[src/rtl/assert_macros.svh]
// ---------------------------------------------------------------------------
// Assertion macros
// Shorthand for clocked, reset-qualified checks used across the RTL.
// ---------------------------------------------------------------------------
`ifndef ASSERT_MACROS_SVH
`define ASSERT_MACROS_SVH

// Same-cycle implication
`define ASSERT_IMPLIES(lbl, clk, rstn, ante, cons) \
  lbl: assert property (@(posedge clk) disable iff (!(rstn)) (ante) |-> (cons)) \
    else $error("implication check failed");

// Next-cycle implication
`define ASSERT_NEXT(lbl, clk, rstn, ante, cons) \
  lbl: assert property (@(posedge clk) disable iff (!(rstn)) (ante) |=> (cons)) \
    else $error("next-cycle check failed");

`endif

[src/rtl/bnc_pkg.sv]
// ---------------------------------------------------------------------------
// Bracket nesting checker package
// Shared constants, bracket kind codes, decode function and control structs.
// ---------------------------------------------------------------------------
package bnc_pkg;

  localparam int STACK_DEPTH_DEF   = 256;
  localparam int POSITION_BITS_DEF = 16;
  localparam int ERRPOS_W          = 16;
  localparam int CH_W              = 8;
  localparam int IN_TDATA_W        = 8;
  localparam int OUT_TDATA_W       = 24;

  localparam logic [CH_W-1:0] CH_ROUND_OPEN   = 8'h28; // (
  localparam logic [CH_W-1:0] CH_ROUND_CLOSE  = 8'h29; // )
  localparam logic [CH_W-1:0] CH_SQUARE_OPEN  = 8'h5B; // [
  localparam logic [CH_W-1:0] CH_SQUARE_CLOSE = 8'h5D; // ]
  localparam logic [CH_W-1:0] CH_CURLY_OPEN   = 8'h7B; // {
  localparam logic [CH_W-1:0] CH_CURLY_CLOSE  = 8'h7D; // }
  localparam logic [CH_W-1:0] CH_ANGLE_OPEN   = 8'h3C; // <
  localparam logic [CH_W-1:0] CH_ANGLE_CLOSE  = 8'h3E; // >

  typedef enum logic [1:0] {
    KIND_ROUND,
    KIND_SQUARE,
    KIND_CURLY,
    KIND_ANGLE
  } kind_t;

  typedef struct packed {
    logic  is_open;
    logic  is_close;
    kind_t kind;
  } chr_class_t;

  // Stack command from the scanner
  typedef struct packed {
    logic push;
    logic pop;
    logic clear;
  } stack_op_t;

  // Stack occupancy flags
  typedef struct packed {
    logic empty;
    logic single;
    logic full;
  } stack_stat_t;

  function automatic chr_class_t classify(input logic [CH_W-1:0] ch);
    chr_class_t c;
    c = '{is_open: 1'b0, is_close: 1'b0, kind: KIND_ROUND};
    case (ch)
      CH_ROUND_OPEN:   c = '{is_open: 1'b1, is_close: 1'b0, kind: KIND_ROUND};
      CH_SQUARE_OPEN:  c = '{is_open: 1'b1, is_close: 1'b0, kind: KIND_SQUARE};
      CH_CURLY_OPEN:   c = '{is_open: 1'b1, is_close: 1'b0, kind: KIND_CURLY};
      CH_ANGLE_OPEN:   c = '{is_open: 1'b1, is_close: 1'b0, kind: KIND_ANGLE};
      CH_ROUND_CLOSE:  c = '{is_open: 1'b0, is_close: 1'b1, kind: KIND_ROUND};
      CH_SQUARE_CLOSE: c = '{is_open: 1'b0, is_close: 1'b1, kind: KIND_SQUARE};
      CH_CURLY_CLOSE:  c = '{is_open: 1'b0, is_close: 1'b1, kind: KIND_CURLY};
      CH_ANGLE_CLOSE:  c = '{is_open: 1'b0, is_close: 1'b1, kind: KIND_ANGLE};
      default:         c = '{is_open: 1'b0, is_close: 1'b0, kind: KIND_ROUND};
    endcase
    return c;
  endfunction

endpackage

[src/rtl/bnc_scan.sv]
// ---------------------------------------------------------------------------
// Bracket scanner
// Decodes one character, counts positions, records the first nesting fault
// and forms the verdict on the final character of a string.
// ---------------------------------------------------------------------------
`include "assert_macros.svh"

module bnc_scan #(
  parameter int POSITION_BITS = 16
) (
  input  logic                            clk,
  input  logic                            rst_n,
  input  logic                            fire,
  input  logic [bnc_pkg::CH_W-1:0]        ch,
  input  logic                            last,
  input  bnc_pkg::stack_stat_t            stat,
  input  bnc_pkg::kind_t                  top_kind,
  input  logic [POSITION_BITS-1:0]        top_pos,
  input  logic [POSITION_BITS-1:0]        below_pos,
  output bnc_pkg::stack_op_t              op,
  output bnc_pkg::kind_t                  push_kind,
  output logic [POSITION_BITS-1:0]        push_pos,
  output logic                            res_valid,
  output logic                            res_balanced,
  output logic [bnc_pkg::ERRPOS_W-1:0]    res_error_position,
  output logic                            res_overflow
);
  import bnc_pkg::*;

  logic [POSITION_BITS-1:0] pos_r, pos_nxt;
  logic [POSITION_BITS-1:0] fault_r, fault_nxt;
  logic                     err_r, err_nxt;
  logic                     ovf_r, ovf_nxt;
  logic [POSITION_BITS-1:0] pos_cur;
  logic                     pos_sat;
  logic                     active;
  logic                     close_err;
  logic                     open_drop;
  logic                     remain;
  logic [POSITION_BITS-1:0] remain_pos;
  chr_class_t               cls;

  assign cls     = classify(ch);
  assign pos_sat = (pos_r == '1);
  assign pos_cur = pos_sat ? pos_r : pos_r + POSITION_BITS'(1);
  assign active  = fire && !err_r;

  assign op.push   = active && cls.is_open && !stat.full;
  assign op.pop    = active && cls.is_close && !stat.empty;
  assign op.clear  = fire && last;
  assign push_kind = cls.kind;
  assign push_pos  = pos_cur;

  assign open_drop = active && cls.is_open && stat.full;
  assign close_err = active && cls.is_close && (stat.empty || (top_kind != cls.kind));

  assign err_nxt   = err_r || close_err;
  assign fault_nxt = close_err ? pos_cur : fault_r;
  assign ovf_nxt   = ovf_r || (fire && pos_sat) || open_drop;
  assign pos_nxt   = fire ? pos_cur : pos_r;

  // Innermost opener still open after this character
  always_comb begin
    if (op.push) begin
      remain     = 1'b1;
      remain_pos = pos_cur;
    end else if (op.pop) begin
      remain     = !stat.single;
      remain_pos = below_pos;
    end else begin
      remain     = !stat.empty;
      remain_pos = top_pos;
    end
  end

  assign res_valid          = fire && last;
  assign res_balanced       = !err_nxt && !remain;
  assign res_overflow       = ovf_nxt;
  assign res_error_position = err_nxt ? ERRPOS_W'(fault_nxt)
                            : (remain ? ERRPOS_W'(remain_pos) : '0);

  always_ff @(posedge clk) begin
    if (!rst_n) begin
      pos_r   <= '0;
      fault_r <= '0;
      err_r   <= 1'b0;
      ovf_r   <= 1'b0;
    end else if (fire && last) begin
      pos_r   <= '0;
      fault_r <= '0;
      err_r   <= 1'b0;
      ovf_r   <= 1'b0;
    end else begin
      pos_r   <= pos_nxt;
      fault_r <= fault_nxt;
      err_r   <= err_nxt;
      ovf_r   <= ovf_nxt;
    end
  end

  `ASSERT_IMPLIES(a_fault_nonzero, clk, rst_n, err_r, fault_r != '0)
  `ASSERT_NEXT(a_string_restart, clk, rst_n, fire && last, (pos_r == '0) && !err_r && !ovf_r)

endmodule
[config.mk]
export PLATFORM = sky130hd
export DESIGN_NAME = bnc_scan
export DESIGN_NICKNAME = d
export VERILOG_FILES = /design/src/rtl/bnc_pkg.sv /design/src/rtl/bnc_scan.sv
export VERILOG_INCLUDE_DIRS = /design/src /design/src/rtl
export SDC_FILE = /design/constraint.sdc
export NUM_CORES = 1
export LEC_CHECK = 0
export BUFFER_PORTS_ARGS = -buffer_cell sky130_fd_sc_hd__buf_2
export CAP_MARGIN = 20
export CORE_UTILIZATION = 51
export CTS_CLUSTER_DIAMETER = 120
export DETAILED_ROUTE_END_ITERATION = 12
export PLACE_DENSITY = 0.88
export RECOVER_POWER = 100
export SLEW_MARGIN = 25
export SYNTH_ARGS = -nofsm -noshare
export SYNTH_HDL_FRONTEND = slang
export SYNTH_SLANG_ARGS = --single-unit
[constraint.sdc]
create_clock -name clk -period 2.4 [get_ports clk]
set_input_delay 0 -clock clk [delete_from_list [all_inputs] [get_ports clk]]
set_output_delay 0 -clock clk [all_outputs]
set_load 0.005 [all_outputs]
[Yosys cells after proc, flatten, opt, wreduce, memory -nomap -nowiden]
Index checks and enable logic that the tools add are counted.
Storage, ports and cells
  register bits after elaboration: 34
  input bits: 49
  output and inout bits: 40
  word-level logic and storage cells: 46
Cells by class
  add/sub/neg operators: 1
  equal/unequal tests: 10
  multiplexer cells: 9
  bitwise gates (word level): 1
  reductions and logical operators: 21
Operators by type and width (number)
  16-bit 2-to-1 mux: 6
  8-bit by 6-bit equality test with 1-bit output, second input constant: 4
  8-bit by 7-bit equality test with 1-bit output, second input constant: 4
  4-bit one-hot mux with 8 select lines: 1
  16-bit by 1-bit adder with 16-bit output, second input constant: 1
  16-bit equality test, second input constant: 1
  1-bit logical AND: 10
  1-bit logical NOT: 6
  1-bit logical OR: 4
  1-bit 2-to-1 mux: 2
  2-bit != test: 1
  2-bit OR reduction: 1
  1-bit inverter: 1

[Logic depth before layout (Yosys ltp)]
  word-level depth: 8
  gate-level depth with buffers: 9
  gate-level depth less buffers: 7

[Least setup slack after synthesis]
Ideal clock, no wire load.
  kind: register -> register
  from: reg pos_r[0]
  to: reg fault_r[2]
  arrival time: 1.710 ns
  required time: 2.330 ns
  setup slack: 0.619 ns
  stages on the path, launching flop included: 8
  path buffers: 0
  cells stage by stage: dfxtp_1 > ha_1 > nand2_1 > nor2_1 > nand2_1 > a21oi_1 > nand3_1 > a21oi_1
Between the ends
  word-level cells in the longest chain between the ends: 3
  elaborated cells between the ends (all ways): 4
  classes of those cells: add/sub: 1; eq/ne: 1; mux: 2
Ends and longest elaborated chain
  start, declared: RTL line bnc_scan.sv:30  | logic [POSITION_BITS-1:0] pos_r, pos_nxt;
  start signal, assigned: RTL line bnc_scan.sv:94  | pos_r <= pos_nxt;
  16-bit by 1-bit adder with 16-bit output / 16-bit equality test (equally long branches): RTL line bnc_scan.sv:45, bnc_scan.sv:44
  16-bit 2-to-1 mux *: RTL line bnc_scan.sv:45  | assign pos_cur = pos_sat ? pos_r : pos_r + POSITION_BITS'(1);
  net push_pos[2]: RTL line bnc_scan.sv:22  | output logic [POSITION_BITS-1:0] push_pos,
  16-bit 2-to-1 mux *: RTL line bnc_scan.sv:58  | assign fault_nxt = close_err ? pos_cur : fault_r;
  end signal, assigned: RTL line bnc_scan.sv:95  | fault_r <= fault_nxt;
  end, declared: RTL line bnc_scan.sv:31  | logic [POSITION_BITS-1:0] fault_r, fault_nxt;
The timed path passes the listed nets; every way through them passes the cells marked *.
A chain may end at the register's enable or synchronous reset.

[Final worst setup path]
  from: reg pos_r[9]
  to: out res_error_position[8] in the netlist's numbering
Between the ends
  word-level cells in the longest chain between the ends: 5
  elaborated cells between the ends (all ways): 6
  classes of those cells: eq/ne: 1; mux: 5
Ends and longest elaborated chain
  16-bit equality test *: RTL line bnc_scan.sv:44  | assign pos_sat = (pos_r == '1);
  16-bit 2-to-1 mux *: RTL line bnc_scan.sv:45
  16-bit 2-to-1 mux: RTL line bnc_scan.sv:64  | if (op.push) begin
  16-bit 2-to-1 mux: RTL line bnc_scan.sv:80  | : (remain ? ERRPOS_W'(remain_pos) : '0);
  16-bit 2-to-1 mux *: RTL line bnc_scan.sv:79  | assign res_error_position = err_nxt ? ERRPOS_W'(fault_nxt)
  end, declared: RTL line bnc_scan.sv:25  | output logic [bnc_pkg::ERRPOS_W-1:0] res_error_position,
Every way passes the cells marked *; elsewhere a longest branch is shown, timed or not.

==> metrics.csv <==
metric;value;unit
total CTS buffers;5;
Max FO, Critical Path;6;
R2R Path End;pos_r[3];
core area;4750;um^2
EDFF count, synth;0;
vias in the first global route;2688;
first-pass iteration count of the detailed router;6;
# H-tree levels;2;
measured slew at the worst slew-check pin;1.14;ns
largest net degree at the start of global routing;35;
most common cell after layout, fill and taps aside;buf_2;
grt total ovfl;0;
Die Ht;72.7;um
Final Max Tran Viols;0;
crit path time final;2.33;ns
critical path type;reg2out;
fin nets;468;
CTS tree;done;
Crit. path cell count;8;
Fin. Hold Viols;0;
drc violations;0;
Layout Cells excl Fill;485;
CP Launch Point;pos_r[9];
CP Buf/Inv Count;3;
Slew HR;0.237;
Max Clock Skew;0.00539;ns
cells along the critical path;nand4_1 -> buf_4 -> or3_4 -> and3_1 -> xor2_1 -> inv_1 -> o221ai_1 -> buf_2;
Starting Density;0.537;
Hold Startpoint;rst_n;
Final Cycle Share;0.971;
mapped cell area;2550;um^2
Hold WC Path Type;in2reg;
R2R Path Start;pos_r[9];
Reg2Reg Depth;7;
Routed WL;8130;um
# clock sinks;34;
Max Fclk;429;MHz
share of layout cells above drive strength 1;0.352;
Setup violations, final;0;
Clock Latency Late Sink;0.29;ns
Die Wd;72.7;um
worst setup margin;0.0692;ns
final RePlAce weighted congestion;0.898;
Reg2Reg Setup Slack;0.40;ns
hold-fix buffer count after cts;0;
Vias/cell;6.23;
met1 Use GR;0.379;
buffers added on ports;88;
share of synthesized registers carrying an async set or reset;0;
Post-DRT Antenna Nets;0;
root buffer cell;clkbuf_8;
first-pass GRT wire length;12400;um
Mean Syn Cell Area;8.00;um^2
delay-heaviest family, CP;simple AND/OR/NAND/NOR gates;
maximum buffer depth of the clock tree;2;
CP Capture Type;output pin;
Max Cap Violations;0;
row cnt;25;
ANT cells;0;
Leakage;1.35;nW
status;finished clean;
clk slew on worst S/H paths;0.07;ns
M3 GR Usage;0.0608;
Synthesis Warnings;0;
CP max stage cell;or3_4;
syn nets;369;
DRT iter0 DRCs;252;
area leader, netlist;dfxtp_1;
initial antenna violation count;0;
CP Data Required Time;2.40;ns
arrival time worst endpoint;2.33;ns
Seq cells post-synth;34;
pre-CTS setup slack;-0.175;ns
placed wire-length estimate;5620;um
Seq/Total Area, Yosys;0.267;
top cells by area, synth;dfxtp_1, mux2i_1, nor2_1;
Cells after DPL;473;
PwrDens;364;nW/um^2
I/O Pins;89;
GRT Max-Usage Layer;met2;
share of the synthesized area in the top cell type;0.267;
synthesis-to-layout area growth;29.9;%
WL/cell;16.8;um
total track usage;0.300;
Syn Inst Count;319;
CP endpoint;res_error_position[8];
DIE AREA;5290;um^2
most frequent cells in the layout;buf_2, dfxtp_1, nor2_1;
Fillers;378;
met2 Track Usage GR;0.488;
routed vias;3022;
Primary FF master, synth;dfxtp_1;
startpoint types;flop;
max incr delay on CP;0.43;ns
maximum vdd drop;303;uV
Cell variety after synth;57;
logic make-up (layout without fill, tap and decap cells):
group / after synthesis / in the layout / synth area share
mux: 24 / 24 / 0.0961
flops: 34 / 34 / 0.267
fa+ha+maj: 1 / 1 / 0.00490
xor+xnor: 18 / 18 / 0.0647
simple gates: 116 / 116 / 0.241
buf+inv: 33 / 132 / 0.0657
compound gates: 93 / 93 / 0.261
stage by stage:
stage                     area (um^2)  TNS (ns)   util  hold WS (ns)  total power, mW
after detailed placement         3110     -1.22  0.653         0.317            0.790
after global routing             3310   -0.0110  0.697         0.272             1.25
after global placement           3110   -0.0887  0.653         0.309            0.783
after floorplan                  2550         0      -        0.0365            0.692
final                            3310         0  0.697         0.244             1.21
after CTS                        3190         0  0.672         0.222             1.19
cell type report:
cell class | count | area (um^2) | area share
multi-input combinational | 252 | 1800 | 0.545
tap | 67 | 83.8 | 0.0253
inverter | 11 | 41.3 | 0.0125
clock buffer | 5 | 68.8 | 0.0208
clock inverter | 2 | 10.0 | 0.00302
sequential | 34 | 687 | 0.207
timing repair buffer | 114 | 618 | 0.187
flip-flops by register name, indices dropped and copies added, names as in the netlist:
name     flops
ovf_r        1
fault_r     16
err_r        1
pos_r       16
worst min-delay path by stage:
stage | depth (start not counted) | end | slack, ns
finish | 4 | pos_r[15] | 0.24
global route | 4 | pos_r[15] | 0.27
CTS | 3 | pos_r[1] | 0.22
detailed placement | 3 | op[0] | 0.32
global placement | 3 | res_valid | 0.31
floorplan | 1 | op[1] | 0.04
worst min-delay path: stages:
cell and delay, ns:
buf_2 0.08, nand2b_1 0.05, buf_4 0.24, nor2_1 0.13
synth_stat cells (3+ instances only):
master and count:
nand2_1 20, and2_1 4, buf_1 3, xnor2_1 5, mux2_2 4, nor2_1 30
nor4_1 3, a211oi_1 7, nand3_1 21, buf_6 3, a31oi_1 3, a22oi_1 11
mux2i_1 20, buf_4 4, and3_1 4, dfxtp_1 34, o21a_1 3, xor2_1 12
o211ai_1 12, buf_2 5, o21ai_0 17, clkbuf_1 7, inv_1 11, o221ai_1 5
nand4_1 4, nand2b_1 4, or3_1 3, a21oi_1 19, nor3_1 8
metal layers:
metal | vias up | wire, um
met5 | - | 0
met1 | 1450 | 3310
met3 | 35 | 596
met4 | 0 | 287
met2 | 157 | 3940
li1 | 1380 | -
power by group:
| part | total, mW | internal (mW) | leakage [nW] | switching, mW |
|---|---|---|---|---|
| logic | 0.218 | 0.101 | 1.03 | 0.118 |
| clock network | 0.414 | 0.195 | 0.0438 | 0.220 |
| registers | 0.573 | 0.567 | 0.277 | 0.00549 |
| total | 1.21 | 0.863 | 1.35 | 0.343 |
repair_timing:
item,CTS,global route
pin swaps,0,6
setup endpoints to repair,9,15
resized for setup,1,25
setup buffers,0,5
(Power assumes the default switching activity.)
